## src/rtl/cover_sensor_event_qualifier_top_assert.svh

```systemverilog
`ifndef COVER_SENSOR_EVENT_QUALIFIER_TOP_ASSERT_SVH
`define COVER_SENSOR_EVENT_QUALIFIER_TOP_ASSERT_SVH

// same-cycle implication, checked out of reset
`define CSEVQ_ASSERT_IMPL(name, pre, post, msg) \
  name: assert property (@(posedge clk_i) disable iff (!rst_ni) (pre) |-> (post)) \
    else $error(msg);

// next-cycle implication, checked out of reset
`define CSEVQ_ASSERT_NEXT(name, pre, post, msg) \
  name: assert property (@(posedge clk_i) disable iff (!rst_ni) (pre) |=> (post)) \
    else $error(msg);

`endif

```

## src/rtl/csevq_pkg.sv

```systemverilog
package csevq_pkg;

  localparam int unsigned TIMER_BITS = 16;
  localparam int unsigned CFG_BITS   = 16;
  localparam int unsigned IDX_BITS   = 2;

  localparam logic [TIMER_BITS-1:0] TIMER_MAX = '1;

  localparam logic [CFG_BITS-1:0] DEBOUNCE_DEFAULT = 16'd50;
  localparam logic [CFG_BITS-1:0] HOLD_OFF_DEFAULT = 16'd3000;

  localparam logic ST_OPEN   = 1'b0;
  localparam logic ST_CLOSED = 1'b1;

  typedef enum logic [1:0] {
    OP_TICK    = 2'd0,
    OP_SUSPEND = 2'd1,
    OP_RESUME  = 2'd2,
    OP_INIT    = 2'd3
  } csevq_op_e;

  typedef enum logic [1:0] {
    EV_NONE   = 2'd0,
    EV_OPENED = 2'd1,
    EV_CLOSED = 2'd2
  } csevq_event_e;

  typedef enum logic [IDX_BITS-1:0] {
    REG_BOARD_SUPPORTED = 2'd0,
    REG_CLOSE_DEBOUNCE  = 2'd1,
    REG_HOLD_OFF        = 2'd2
  } csevq_reg_e;

  typedef struct packed {
    logic                board_supported;
    logic [CFG_BITS-1:0] close_debounce_ms;
    logic [CFG_BITS-1:0] hold_off_ms;
  } csevq_cfg_t;

  typedef struct packed {
    csevq_event_e event_res;
    logic         reported_closed;
    logic         wake_enabled;
    logic         edge_rising;
    logic         button_reset_enabled;
    logic         woke_by_sensor;
  } csevq_result_t;

  // saturates a delay setting into the timer width
  function automatic logic [TIMER_BITS-1:0] timer_load(logic [CFG_BITS-1:0] v);
    logic [31:0] wide;
    wide = 32'(v);
    if (wide > 32'(TIMER_MAX)) begin
      return TIMER_MAX;
    end
    return TIMER_BITS'(wide);
  endfunction

endpackage

```

## src/rtl/csevq_cfg.sv

```systemverilog
module csevq_cfg
  import csevq_pkg::*;
(
  input  logic                clk_i,
  input  logic                rst_ni,
  input  logic                wr_en_i,
  input  logic [IDX_BITS-1:0] wr_index_i,
  input  logic [CFG_BITS-1:0] wr_data_i,
  output csevq_cfg_t          cfg_o
);

  csevq_cfg_t cfg_q, cfg_d;

  always_comb begin
    cfg_d = cfg_q;
    if (wr_en_i) begin
      unique case (wr_index_i)
        REG_BOARD_SUPPORTED: cfg_d.board_supported   = wr_data_i[0];
        REG_CLOSE_DEBOUNCE:  cfg_d.close_debounce_ms = wr_data_i;
        REG_HOLD_OFF:        cfg_d.hold_off_ms       = wr_data_i;
        default:             cfg_d = cfg_q;
      endcase
    end
  end

  always_ff @(posedge clk_i or negedge rst_ni) begin
    if (!rst_ni) begin
      cfg_q.board_supported   <= 1'b1;
      cfg_q.close_debounce_ms <= DEBOUNCE_DEFAULT;
      cfg_q.hold_off_ms       <= HOLD_OFF_DEFAULT;
    end else begin
      cfg_q <= cfg_d;
    end
  end

  assign cfg_o = cfg_q;

endmodule

```

## src/rtl/csevq_core.sv

```systemverilog
`include "cover_sensor_event_qualifier_top_assert.svh"

module csevq_core
  import csevq_pkg::*;
(
  input  logic          clk_i,
  input  logic          rst_ni,
  input  logic          step_i,
  input  csevq_op_e     op_i,
  input  logic          level_i,
  input  csevq_cfg_t    cfg_i,
  output csevq_result_t result_o
);

  typedef struct packed {
    logic                  reported_state;
    logic                  last_level;
    logic                  recent_open;
    logic [TIMER_BITS-1:0] close_timer;
    logic                  close_pending;
    logic [TIMER_BITS-1:0] open_timer;
    logic                  open_pending;
    logic                  wake_on;
    logic                  trigger_rising;
    logic                  button_reset_on;
    logic                  event_seen;
    logic                  resume_by_sensor;
  } state_t;

  state_t       state_q, state_d;
  csevq_event_e ev;
  logic         close_new, open_new, bs;

  assign bs = cfg_i.board_supported;

  always_comb begin
    state_d   = state_q;
    ev        = EV_NONE;
    close_new = 1'b0;
    open_new  = 1'b0;
    unique case (op_i)
      OP_TICK: begin
        if ((level_i != state_q.last_level) && bs) begin
          if (level_i) begin
            state_d.button_reset_on = 1'b0;
            state_d.trigger_rising  = 1'b1;
            state_d.wake_on         = 1'b1;
            state_d.open_pending    = 1'b0;
            state_d.open_timer      = '0;
            state_d.close_timer     = timer_load(state_q.recent_open ?
                                                 cfg_i.hold_off_ms : cfg_i.close_debounce_ms);
            state_d.close_pending   = 1'b1;
            close_new               = 1'b1;
          end else begin
            state_d.close_pending = 1'b0;
            state_d.close_timer   = '0;
            if (state_q.reported_state != ST_OPEN) begin
              state_d.reported_state = ST_OPEN;
              ev                     = EV_OPENED;
            end
            state_d.recent_open     = 1'b1;
            state_d.open_timer      = timer_load(cfg_i.hold_off_ms);
            state_d.open_pending    = 1'b1;
            open_new                = 1'b1;
            state_d.trigger_rising  = 1'b0;
            state_d.wake_on         = 1'b0;
            state_d.button_reset_on = 1'b1;
          end
          state_d.event_seen = 1'b1;
        end
        state_d.last_level = level_i;

        // timers started in this tick do not count yet
        if (state_d.close_pending && !close_new) begin
          if (state_d.close_timer != '0) begin
            state_d.close_timer = state_d.close_timer - TIMER_BITS'(1);
          end
          if (state_d.close_timer == '0) begin
            state_d.close_pending = 1'b0;
            if (level_i && (state_d.reported_state == ST_OPEN)) begin
              state_d.reported_state = ST_CLOSED;
              ev                     = EV_CLOSED;
            end
          end
        end
        if (state_d.open_pending && !open_new) begin
          if (state_d.open_timer != '0) begin
            state_d.open_timer = state_d.open_timer - TIMER_BITS'(1);
          end
          if (state_d.open_timer == '0) begin
            state_d.open_pending = 1'b0;
            if (!level_i) begin
              state_d.recent_open = 1'b0;
            end
          end
        end
      end
      OP_SUSPEND: begin
        if (!level_i) begin
          state_d.trigger_rising = 1'b0;
          if (bs) begin
            state_d.wake_on = 1'b1;
          end
        end
        state_d.resume_by_sensor = 1'b0;
        state_d.event_seen       = 1'b0;
      end
      OP_RESUME: begin
        if (state_q.event_seen) begin
          state_d.resume_by_sensor = 1'b1;
          state_d.event_seen       = 1'b0;
        end else if (!level_i) begin
          state_d.trigger_rising = 1'b0;
          if (bs) begin
            state_d.wake_on = 1'b0;
          end
        end
      end
      OP_INIT: begin
        if (level_i) begin
          state_d.button_reset_on = 1'b0;
          state_d.trigger_rising  = 1'b1;
          if (bs) begin
            state_d.wake_on = 1'b1;
          end
          state_d.reported_state = ST_CLOSED;
        end else begin
          state_d.trigger_rising = 1'b0;
          if (bs) begin
            state_d.wake_on = 1'b0;
          end
          state_d.reported_state = ST_OPEN;
        end
        state_d.last_level = level_i;
      end
      default: state_d = state_q;
    endcase
  end

  always_ff @(posedge clk_i or negedge rst_ni) begin
    if (!rst_ni) begin
      state_q <= '{button_reset_on: 1'b1, default: '0};
    end else if (step_i) begin
      state_q <= state_d;
    end
  end

  assign result_o.event_res            = ev;
  assign result_o.reported_closed      = state_d.reported_state;
  assign result_o.wake_enabled         = state_d.wake_on;
  assign result_o.edge_rising          = state_d.trigger_rising;
  assign result_o.button_reset_enabled = state_d.button_reset_on;
  assign result_o.woke_by_sensor       = state_d.resume_by_sensor;

  `CSEVQ_ASSERT_IMPL(a_pending_excl, 1'b1, !(state_q.close_pending && state_q.open_pending), "close and open delays both pending")
  `CSEVQ_ASSERT_NEXT(a_close_done, step_i && (ev == EV_CLOSED), !state_q.close_pending && state_q.reported_state == ST_CLOSED, "close report left delay pending")
  `CSEVQ_ASSERT_IMPL(a_event_tick, ev != EV_NONE, op_i == OP_TICK, "event raised outside a tick")

endmodule

```

## src/rtl/cover_sensor_event_qualifier_top.sv

```systemverilog
// a request is held in the input register once accepted; its result is loaded
// into the result register when the input stage advances
// throughput: one request per cycle unless the output stalls; the state update
// is a single pass of logic; reset (asynchronous, active low) clears both stages,
// the sensor state and restores the registers to board enabled, 50 and 3000 ticks
`include "cover_sensor_event_qualifier_top_assert.svh"

module cover_sensor_event_qualifier_top
  import csevq_pkg::*;
(
  input  logic                clk_i,
  input  logic                rst_ni,
  input  logic                s_axis_tvalid,
  output logic                s_axis_tready,
  input  logic [7:0]          s_axis_tdata,   // [0] cover_closed, rest zero
  input  logic [1:0]          s_axis_tuser,   // [1:0] opcode
  output logic                m_axis_tvalid,
  input  logic                m_axis_tready,
  output logic [7:0]          m_axis_tdata,   // [1:0] event_res, [2] reported_closed,
                                              // [3] wake_enabled, [4] edge_rising,
                                              // [5] button_reset_enabled,
                                              // [6] woke_by_sensor, [7] zero
  input  logic                cfg_valid_i,
  output logic                cfg_ready_o,
  input  logic [IDX_BITS-1:0] cfg_index_i,
  input  logic [CFG_BITS-1:0] cfg_data_i
);

  logic          in_valid_q;
  csevq_op_e     in_op_q;
  logic          in_level_q;
  logic          out_valid_q;
  logic [7:0]    out_data_q;
  logic          advance;
  csevq_cfg_t    cfg;
  csevq_result_t result;

  assign cfg_ready_o = 1'b1;

  csevq_cfg u_cfg (
    .clk_i      (clk_i),
    .rst_ni     (rst_ni),
    .wr_en_i    (cfg_valid_i),
    .wr_index_i (cfg_index_i),
    .wr_data_i  (cfg_data_i),
    .cfg_o      (cfg)
  );

  // the input stage moves on when the result register is free or being drained
  assign advance       = in_valid_q && (!out_valid_q || m_axis_tready);
  assign s_axis_tready = !in_valid_q || advance;

  always_ff @(posedge clk_i or negedge rst_ni) begin
    if (!rst_ni) begin
      in_valid_q <= 1'b0;
    end else if (s_axis_tready) begin
      in_valid_q <= s_axis_tvalid;
    end
  end

  always_ff @(posedge clk_i) begin
    if (s_axis_tvalid && s_axis_tready) begin
      in_op_q    <= csevq_op_e'(s_axis_tuser);
      in_level_q <= s_axis_tdata[0];
    end
  end

  csevq_core u_core (
    .clk_i    (clk_i),
    .rst_ni   (rst_ni),
    .step_i   (advance),
    .op_i     (in_op_q),
    .level_i  (in_level_q),
    .cfg_i    (cfg),
    .result_o (result)
  );

  always_ff @(posedge clk_i or negedge rst_ni) begin
    if (!rst_ni) begin
      out_valid_q <= 1'b0;
    end else if (advance) begin
      out_valid_q <= 1'b1;
    end else if (m_axis_tready) begin
      out_valid_q <= 1'b0;
    end
  end

  always_ff @(posedge clk_i) begin
    if (advance) begin
      out_data_q <= {1'b0, result.woke_by_sensor, result.button_reset_enabled,
                     result.edge_rising, result.wake_enabled, result.reported_closed,
                     result.event_res};
    end
  end

  assign m_axis_tvalid = out_valid_q;
  assign m_axis_tdata  = out_data_q;

  `CSEVQ_ASSERT_NEXT(a_advance_loads, advance, out_valid_q, "result register missed a request")
  `CSEVQ_ASSERT_IMPL(a_closed_report, out_valid_q && (out_data_q[1:0] == EV_CLOSED), out_data_q[2], "closed report without closed state")
  `CSEVQ_ASSERT_IMPL(a_opened_report, out_valid_q && (out_data_q[1:0] == EV_OPENED), !out_data_q[2], "opened report with closed state")

endmodule

```

## config.mk

```make
export PLATFORM = sky130hd
export DESIGN_NAME = cover_sensor_event_qualifier_top
export DESIGN_NICKNAME = d
export VERILOG_FILES = /design/src/rtl/csevq_pkg.sv /design/src/rtl/csevq_cfg.sv /design/src/rtl/csevq_core.sv /design/src/rtl/cover_sensor_event_qualifier_top.sv
export VERILOG_INCLUDE_DIRS = /design/src /design/src/rtl
export SDC_FILE = /design/constraint.sdc
export NUM_CORES = 1
export LEC_CHECK = 0
export BUFFER_PORTS_ARGS = -buffer_cell sky130_fd_sc_hd__buf_2
export CORE_ASPECT_RATIO = 0.75
export CORE_UTILIZATION = 51
export CTS_BUF_LIST = sky130_fd_sc_hd__clkbuf_4 sky130_fd_sc_hd__clkbuf_8
export CTS_CLUSTER_DIAMETER = 30
export DETAILED_ROUTE_END_ITERATION = 16
export PLACE_DENSITY = 0.72
export SLEW_MARGIN = 25
export SYNTH_ARGS = -nofsm -noshare
export SYNTH_HDL_FRONTEND = slang
export SYNTH_SLANG_ARGS = --single-unit
```

## constraint.sdc

```tcl
create_clock -name clk_i -period 3.4 [get_ports clk_i]
set_input_delay 0.34 -clock clk_i [delete_from_list [all_inputs] [get_ports clk_i]]
set_output_delay 0.34 -clock clk_i [all_outputs]
set_load 0.05 [all_outputs]
```

Word-level counts from Yosys, hierarchy flattened
Cells that the tools add are included.

storage, ports and cells
  register bits after elaboration = 87
  word-level logic and storage cells = 109

cells by class
  add/sub/neg operators = 2
  equality and inequality tests = 7
  multiplexer cells = 51
  bitwise operators = 1
  reduce and logical (&&, ||, !) cells = 27

operator list
  cell                   number
  $mux 16                7
  $mux 39                2
  $mux 37                1
  $mux 17                2
  $logic_not 16->1       2
  $reduce_bool 16->1     2
  $sub 16x1->16 const B  2
  $mux 1                 25
  $mux 2                 9
  $reduce_and 2->1       5
  $pmux 2 s4             1
  $eq 2x2->1 const B     3
  $logic_and 1x1->1      6
  $eq 2x1->1 const B     2
  $logic_not 1->1        4
  $logic_not 2->1        2
  $pmux 1 s2             2
  $pmux 2 s2             1
  $reduce_bool 2->1      2
  $pmux 1 s3             1
  $reduce_and 3->1       1
  $reduce_bool 3->1      1
  $logic_or 1x1->1       2
  $ne 2x1->1 const B     1
  2 further kinds        2

Logic depth before layout (Yosys ltp)
Gate-level depths: netlist of the first run.

  word-level depth = 12
  mapped depth = 17
  gate-level depth less buffers = 14

Cells and area by module
Synthesis of the first run repeated with hierarchy kept, for this count alone.

unflattened totals
  cell total of the unflattened synthesis = 671
  area, all modules = 6293.5 um^2

modules (own cells, without submodules)
  module                            times used  cells an instance  area an instance (um^2)  sequential area each (um^2)
  csevq_core                        1           578                4510.6                   1052.3
  csevq_cfg                         1           71                 1356.3                   839.6
  cover_sensor_event_qualifier_top  1           22                 426.7                    350.3

Worst setup path after synthesis of the first run
OpenSTA, ideal clock, no wires.

  path type = register to register
  start = register in_level_q
  end = register out_data_q[2], in the netlist m_axis_tdata[2], data pin
  setup time = 146 ps
  arrival = 3555 ps
  required time = 3254 ps
  slack = -300 ps
  stages on the path, launching flop included = 16
  path buffers = 2
  period minus slack after synthesis = 3700 ps
  cells stage by stage = edfxtp_1 > buf_6 > xor2_4 > nand2_2 > buf_6 > a21oi_1 > ha_1 > nor2b_1 > o211ai_1 > a21boi_2 > nor4b_4 > o211ai_1 > mux2_2 > nand4_1 > or4b_4 > a21oi_1

RTL lines
  item                      line                                    source
  start: declaration        cover_sensor_event_qualifier_top.sv:31  logic in_level_q;
  start signal: assignment  cover_sensor_event_qualifier_top.sv:64  in_level_q <= s_axis_tdata[0];
  end signal: assignment    cover_sensor_event_qualifier_top.sv:90  out_data_q <= {1'b0, result.woke_by_sensor, result.button_reset_enabled,
  end: declaration          cover_sensor_event_qualifier_top.sv:33  logic [7:0] out_data_q;

==> results.json, run 1 <==
{
  "largest_family_of_logic_cells_by_synthesized_area": "simple AND/OR/NAND/NOR gates",
  "final_period_minus_worst_setup_slack_ps": 3450,
  "finalClockSkew_ps": 10.8,
  "hold_violations": 6,
  "boundaryPins": 44,
  "synth_mux_area_share_pct": 10.8,
  "postSynthNetCount": 714,
  "post-route-drc-count": 0,
  "drt_iter0_markers": 425,
  "synth.yosys.seq_area_share_pct": 37.1,
  "viasPerCell": 5.90,
  "synth.avg_cell_area_um2": 8.96,
  "area_delta_synth_final_pct": 19.0,
  "critical_path.cell_chain": "buf_6 -> xor2_4 -> nand2_4 -> o21ai_2 -> inv_2 -> ha_4 -> nor2b_4 -> o211ai_1 -> a21boi_4 -> nor2_1 -> mux2_1 -> o2111ai_1 -> o31a_1 -> or4b_4 -> a21oi_2",
  "ir_drop_mv": 0.328,
  "critical_path.startpoint_type": "register",
  "fillers": 1018,
  "pre_cts_ws_ps": -86.5,
  "worstSetupEndpointType": "register",
  "cpPeakStageDelay_ps": 560,
  "cts_tree": "yes",
  "synth_compound_area_share_pct": 19.2,
  "cts.root.buffer_cell": "sky130_fd_sc_hd__clkbuf_8",
  "worstSetupStartpoint": "in_level_q$_DFFE_PP_",
  "grt_pass1_vias": 5112,
  "post_synth_xor_area_fraction_pct": 4.35,
  "synth_enable_flop_cells": 10,
  "die_w_um": 128,
  "tightestPinTransition_ps": 898,
  "die_y_extent_um": 96.2,
  "place_congestion": 0.927,
  "yosys-top-cells-area": "sky130_fd_sc_hd__dfrtp_1 (27%), sky130_fd_sc_hd__mux2_2 (8.4%), sky130_fd_sc_hd__nand2_1 (5.3%)",
  "relSlewSlack_pct": 40.0,
  "failed_checks": "hold timing, setup timing",
  "multi_input_area_um2": 3650,
  "net_count_final": 804,
  "synth.yosys.warnings": 0,
  "timing_max_transition_violations_final": 0,
  "post_synth_instance_area_um2": 6040,
  "h-tree-depth": 3,
  "rsz0062_at_grt": "yes",
  "routed-via-count": 5492,
  "cts.sinks": 87,
  "start_util_pct": 52.2,
  "setup_viol": 3,
  "hold_slack_ps": -11.6,
  "worst_slack_ps": -54.0,
  "routed_wirelength_mm": 16.2,
  "antenna_cells": 0,
  "synth_simple_gate_area_share_pct": 22.2,
  "placementRows": 34,
  "crit_path_top_delay_cell": "sky130_fd_sc_hd__or4b_4",
  "worst_r2r_startpoint": "in_level_q$_DFFE_PP_",
  "worst-r2r-cell-count": 15,
  "grt_pass1_wl_mm": 25.8,
  "final_core_utilization_pct": 62.1,
  "final_min_period_over_clock_period_pct": 102,
  "post-synth-top-area-fraction_pct": 26.9,
  "yosys.area_share.adder_pct": 1.45,
  "grt_antenna_before_repair": 0,
  "grt_max_degree": 78,
  "grt_overflow": 0,
  "placeableCoreArea_um2": 11600,
  "worst_setup_path_class": "reg -> reg",
  "clk_path_buf_depth": 2,
  "worst_setup_hold_path_clk_slew_ps": 90,
  "numCtsBuffers": 9,
  "number_of_routed_nets_with_antenna_violations": 0,
  "postSynth.asyncResetShare_pct": 88.5,
  "synth-main-ff-cell": "sky130_fd_sc_hd__dfrtp_1",
  "detailedPlacementHpwl_mm": 11.8,
  "setup.reg_to_reg.worst_slack_ps": -50,
  "post_drt_wl_per_cell_um": 17.4,
  "layout-drive-gt1-share_pct": 29.9,
  "grt_usage_pct": 27.1,
  "count_of_input_and_output_buffers": 34,
  "max_clock_freq_mhz": 290,
  "worstSetupEndpoint": "m_axis_tdata[2]$_DFFE_PP_",
  "postSynthRegisterBits": 87,
  "netlist-cell-type-count": 84,
  "yosysTopAreaCell": "sky130_fd_sc_hd__dfrtp_1",
  "critical_path_arrival_ps": 3680,
  "drt_first_pass_iters": 6,
  "power.density_cell_area_nw_per_um2": 782,
  "clkLatencyLatePin_ps": 370,
  "cp_max_fo": 3,
  "area.sequential_um2": 2240,
  "rr_endpoint": "m_axis_tdata[2]$_DFFE_PP_",
  "holdCritPathClass": "in -> async",
  "cellLeakagePower_uw": 0.00297,
  "required_ps": 3620,
  "synthesized_instance_count": 674,
  "floorplan.die_area_um2": 12300,
  "outcome": "complete, but fails checks",
  "cap_violations": 0
}
-- kinds of logic (layout without fill, tap and decap cells) --
logic type / after synthesis / count (layout)
buffers and inverters: 53 / 147
adders and majority gates: 7 / 7
DFF: 87 / 87
AOI/OAI and AO/OA: 179 / 180
muxes: 59 / 59
and+or+nand+nor: 260 / 260
xor gates and xnor gates: 27 / 27
other: 2 / 2
-- state kept, by name, indices dropped and copies added (netlist names) --
name and count:
u_cfg.cfg_o 33, m_axis_tvalid 1, in_level_q 1, in_valid_q 1, in_op_q 2, m_axis_tdata 7, u_core.state_q 42
-- cell usage after synthesis (all sizes together) (5+ instances only) --
master and n:
a2111oi 7, dfstp 12, a21oi 60, and2 10
edfxtp 10, o211ai 5, nor2 49, ha 7
a31oi 11, clkbuf 16, nand3b 5, nor2b 10
mux2 47, o21ai 53, nor3b 5, mux2i 12
nand2b 23, buf 23, xnor2 17, nor3 12
nand3 23, nand4 9, xor2 10, nand2 86
inv 13, nor4 5, dfrtp 65
-- power breakdown --
group | total (uW) | switching, uW | internal (uW)
Sequential | 1700 | 323 | 1380
Clock | 755 | 402 | 353
Combinational | 3170 | 1680 | 1490
-- worst min-delay path by stage --
stage	slack (ps)	end	depth (start not counted)
2_1_floorplan	40	in_valid_q$_DFFE_PN0N_	0
3_3_place_gp	470	m_axis_tvalid$_DFFE_PN0P_	1
3_5_place_dp	500	u_core.state_q[15]$_DFFE_PN0P_	2
4_1_cts	130	in_level_q$_DFFE_PP_	1
5_1_grt	50	u_core.state_q[37]$_DFFE_PN0P_	1
6_report	-10	u_core.state_q[37]$_DFFE_PN0P_	1
-- routing by layer --
| metal | vias up | GRT usage [%] | wire [um] |
|---|---|---|---|
| li1 | 2623 | - | - |
| met1 | 2691 | 39.0 | 7900 |
| met2 | 161 | 43.1 | 7350 |
| met3 | 17 | 3.95 | 771 |
| met4 | 0 | 6.37 | 140 |
| met5 | - | 0 | 0 |
-- worst max-delay path, delay by kind of cell, from the launching register on --
| family | cells | cell delay (ps) |
|---|---|---|
| flip-flops | 1 | 490 |
| AO/OA/AOI/OAI | 6 | 1150 |
| buffers and inverters | 2 | 260 |
| adder cells (fa/ha/maj) | 1 | 170 |
| XOR/XNOR | 1 | 160 |
| multiplexers | 1 | 220 |
| AND/OR/NAND/NOR | 4 | 860 |
-- per-stage QoR --
step                setup TNS, ps  power (uW)  instance area [um^2]  std cells  hold WS [ps]
finish                      -93.2        5620                  7190        931         -11.6
global route                 -658        6000                  7190        931          49.1
CTS                         -49.9        5460                  7030        922           135
detailed placement           -225        4640                  6750        903           497
global placement            -27.4        4550                  6750        903           474
floorplan                    -272        3680                  6080        674          44.4
-- what timing repair did --
item | CTS | global route
hold buffers | 0 | 0
setup endpoints to repair | 5 | 19
cloned | 0 | 1
pin swaps | 4 | 18
setup buffers | 3 | 8
resized for setup | 12 | 16
-- area by class of cell --
type                            instances  area share [%]
Multi-Input combinational cell        535            50.9
Sequential cell                        87            31.2
Timing Repair Buffer                  117            11.6
Tap cell                              162            2.82
Clock buffer                           10            1.83
Clock inverter                          6           0.958
Inverter                               14           0.731
-- layout by cell type (no fill, tap or decap), types with 11 or more instances in the layout --
master,instances
sky130_fd_sc_hd__mux2i_1,12
sky130_fd_sc_hd__mux2_2,45
sky130_fd_sc_hd__dfstp_2,12
sky130_fd_sc_hd__buf_2,33
sky130_fd_sc_hd__nand2_1,85
sky130_fd_sc_hd__o21ai_0,47
sky130_fd_sc_hd__a21oi_1,56
sky130_fd_sc_hd__dfrtp_1,63
sky130_fd_sc_hd__buf_4,77
sky130_fd_sc_hd__nand3_1,21
sky130_fd_sc_hd__nand2b_1,23
sky130_fd_sc_hd__a31oi_1,11
sky130_fd_sc_hd__inv_1,11
sky130_fd_sc_hd__nor2_1,46
sky130_fd_sc_hd__xnor2_1,16
Note: power is estimated with default switching activity, not from simulation.
==> run 2: changes to the inputs <==
--- a/config.mk
+++ b/config.mk
@@ -6,8 +6,8 @@
 export SDC_FILE = /design/constraint.sdc
 export NUM_CORES = 1
 export LEC_CHECK = 0
+export ABC_AREA = 1
 export BUFFER_PORTS_ARGS = -buffer_cell sky130_fd_sc_hd__buf_2
-export CORE_ASPECT_RATIO = 0.75
 export CORE_UTILIZATION = 51
 export CTS_BUF_LIST = sky130_fd_sc_hd__clkbuf_4 sky130_fd_sc_hd__clkbuf_8
 export CTS_CLUSTER_DIAMETER = 30
==> run 2 against run 1 <==
  * The run ends with hold timing left
  * Utilization shrank 5.5 points
  * Critical path depth grew 2
  * Count of clock-buffer cells in the layout grew 2
  * Die area shrank 1.6%
  * Via count grew 2.8%
  * Maximum frequency grew 12%
  * Final cell count grew 14%
  * Non-clock buffer count shrank 68
  * Flip-flop and latch count is the same
  * Sequential power shrank 9%
==> results.json, run 2 <==
{
  "outcome": "complete, but fails checks",
  "failed_checks": "hold timing",
  "total_negative_setup_slacks_ps": 0,
  "largest_reg_flops": 42,
  "die_w_um": 110,
  "worstSetupEndpointType": "register",
  "area_delta_synth_final_pct": 8.21,
  "crit_path_top_delay_cell": "sky130_fd_sc_hd__edfxtp_1",
  "cpPeakStageDelay_ps": 510,
  "switching_power_uw": 2530,
  "boundaryPins": 44,
  "final_period_minus_worst_setup_slack_ps": 3090,
  "grt_antenna_before_repair": 0,
  "number_of_routed_nets_with_antenna_violations": 0,
  "clk_path_buf_depth": 2,
  "synthesized_instance_count": 888,
  "postSynthRegisterBits": 87,
  "post-route-drc-count": 0,
  "start_util_pct": 52.3,
  "post_synth_instance_area_um2": 5940,
  "routed_wirelength_mm": 14.9,
  "timing.critical_path.mode_cell": "sky130_fd_sc_hd__nor2_1",
  "h-tree-depth": 3,
  "synth.avg_cell_area_um2": 6.69,
  "grt_usage_pct": 27.0,
  "grt_pass1_wl_mm": 24.7,
  "cts.sinks": 87,
  "count_of_input_and_output_buffers": 34,
  "layout.cells.most_common_list": "sky130_fd_sc_hd__nand2_1 (319), sky130_fd_sc_hd__o21ai_0 (98), sky130_fd_sc_hd__inv_1 (93)",
  "netlist-cell-type-count": 43,
  "placeableCoreArea_um2": 11400,
  "viasPerCell": 5.34,
  "worst_setup_hold_path_clk_slew_ps": 90,
  "antenna_cells": 0,
  "power.density_cell_area_nw_per_um2": 816,
  "routed-via-count": 5647,
  "net_count_final": 949,
  "detailedPlacementHpwl_mm": 10.9,
  "postSynth.asyncResetShare_pct": 88.5,
  "tightestPinTransition_ps": 727,
  "rsz0062_at_grt": "no",
  "drt_first_pass_iters": 5,
  "drt_iter0_markers": 381,
  "synth-main-ff-cell": "sky130_fd_sc_hd__dfrtp_1",
  "placementRows": 39,
  "finalClockSkew_ps": 14.2,
  "switching_share_pct": 48.3,
  "worst_path_dominant_cell_family": "simple AND/OR/NAND/NOR gates",
  "top_register": "u_core.state_q",
  "yosys-top-cells-area": "sky130_fd_sc_hd__dfrtp_1 (27%), sky130_fd_sc_hd__nand2_1 (20%), sky130_fd_sc_hd__o21ai_0 (8.3%)",
  "floorplan.die_area_um2": 12100,
  "ir_drop_mv": 0.436,
  "required_ps": 3670,
  "critical_path.cell_chain": "nand2_2 -> nand2_2 -> nor2_8 -> buf_4 -> o2bb2ai_2 -> inv_1 -> ha_1 -> inv_1 -> nor2_1 -> nand2_1 -> xor2_1 -> nand2_1 -> nand2_1 -> nor2_1 -> nand3_1 -> nor2_1 -> nor2_1",
  "setup_viol": 0,
  "synth_commonest_cells": "sky130_fd_sc_hd__nand2_1 (319), sky130_fd_sc_hd__o21ai_0 (98), sky130_fd_sc_hd__inv_1 (93)",
  "internal_power_uw": 2710,
  "holdCritPathClass": "in -> async",
  "worst_setup_path_class": "reg -> reg",
  "place_congestion": 0.969,
  "final_min_period_over_clock_period_pct": 90.9,
  "synth.yosys.seq_area_share_pct": 37.7,
  "cellLeakagePower_uw": 0.00331,
  "timing_max_transition_violations_final": 0,
  "grt_pass1_vias": 4997,
  "cp_max_fo": 20,
  "pwr-share-seq_pct": 29.5,
  "layout-drive-gt1-share_pct": 12.9,
  "layout.cells.most_common": "sky130_fd_sc_hd__nand2_1",
  "post-synth-top-area-fraction_pct": 27.4,
  "synth.most_common_cell": "sky130_fd_sc_hd__nand2_1",
  "clkLatencyLatePin_ps": 380,
  "grt_overflow": 0,
  "cts.root.buffer_cell": "sky130_fd_sc_hd__clkbuf_8",
  "cap_violations": 0,
  "grt_max_degree": 78,
  "synth_enable_flop_cells": 10,
  "post_drt_wl_per_cell_um": 14.0,
  "power.combinational.fraction_pct": 54.3,
  "die_y_extent_um": 110,
  "relSlewSlack_pct": 51.6,
  "hold_slack_ps": -15.4,
  "hold_violations": 25,
  "critical_path.startpoint_type": "register",
  "synth.yosys.warnings": 0,
  "fin_area_um2": 6430,
  "clock_power_share_pct": 16.2,
  "cts_tree": "yes",
  "dpl_cell_area_um2": 6180,
  "numCtsBuffers": 9,
  "critical_path_arrival_ps": 3360,
  "postCtsSetupBuffers": 0,
  "yosysTopAreaCell": "sky130_fd_sc_hd__dfrtp_1",
  "max_clock_freq_mhz": 323,
  "postSynthNetCount": 928,
  "cp.buffers_inverters": 3
}
[run 2: changes by cell type in the layout (fill, tap and decap cells not counted), sizes merged, moves of 18 or more]
cell    delta
nand2    +241
inv       +82
buf       -68
o21ai     +54
mux2      -47
nand3     +37
nor2      +29
nand2b    -23
a21oi     -18
[run 2: final cells by class]
class / count / area (um^2)
inverters: 97 / 364
clock buffers: 12 / 153
flip-flops and latches: 87 / 2240
fillers: 1158 / 4940
multi-input cells: 665 / 3130
repair buffers: 49 / 289
clock inverters: 4 / 77.6
well taps: 143 / 179
[run 2: worst register-to-register path, delay by kind of cell, from the launching register on]
family                     cells  cell delay, ps
AOI/OAI and AO/OA              1             100
xor gates and xnor gates       1             170
adders and majority gates      1             250
buffers and inverters          3             510
DFF                            1             510
and+or+nand+nor               11            1440
[run 2: what timing repair did]
item	4_1_cts	5_1_grt
gates resized for setup	0	1
endpoints found under the hold margin	0	0
endpoints found under the setup margin	0	1
hold buffers	0	0
[run 2: power groups by stage]
stage	registers, uW	logic, uW	clock network, uW
2_1_floorplan	1560	2160	0
3_3_place_gp	1560	2760	0
3_5_place_dp	1560	2780	0
4_1_cts	1540	2800	865
5_1_grt	1580	3230	900
6_report	1550	2850	852
[run 2: cells by family after synthesis]
family / after synthesis / share of synthesized area, %
other cells: 2 / 0.126
buf+inv: 136 / 9.96
simple gates: 475 / 33.5
xor+xnor: 7 / 1.03
fa+ha+maj: 7 / 1.47
compound gates: 174 / 16.2
flops: 87 / 37.7
[run 2: metal layers]
| metal | GRT usage (%) | vias to the layer above | share of wire [%] |
|---|---|---|---|
| li1 | - | 2888 | - |
| met1 | 40.4 | 2590 | 50 |
| met2 | 39.2 | 148 | 42 |
| met3 | 4.33 | 21 | 5.3 |
| met4 | 9.52 | 0 | 2.2 |
| met5 | 0 | - | 0 |
[run 2: final timing paths]
path	end	start	slack, ps	cells past startpoint
hold reg to reg	u_core.state_q[2]$_DFFE_PN1P_	u_core.state_q[2]$_DFFE_PN1P_	470	2
hold / removal	u_core.state_q[36]$_DFFE_PN0P_	rst_ni	-20	1
max in group asynchronous	u_cfg.cfg_o[19]$_DFFE_PN0P_	rst_ni	2900	1
min in group clk_i	in_level_q$_DFFE_PP_	s_axis_tdata[0]	140	1
setup / recovery	u_core.state_q[39]$_DFFE_PN0P_	in_level_q$_DFFE_PP_	310	17
setup reg to reg	u_core.state_q[39]$_DFFE_PN0P_	in_level_q$_DFFE_PP_	310	17
[run 2: per-stage QoR]
stage | util, % | hold WS, ps | cells | power [uW] | setup WS (ps)
floorplan | - | 44.4 | 888 | 3730 | 764
global placement | 54.4 | 455 | 1041 | 4310 | 341
detailed placement | 54.4 | 460 | 1041 | 4340 | 306
CTS | 56.4 | 126 | 1057 | 5210 | 285
global route | 56.6 | 56.1 | 1057 | 5710 | 41.0
finish | 56.6 | -15.4 | 1057 | 5250 | 308
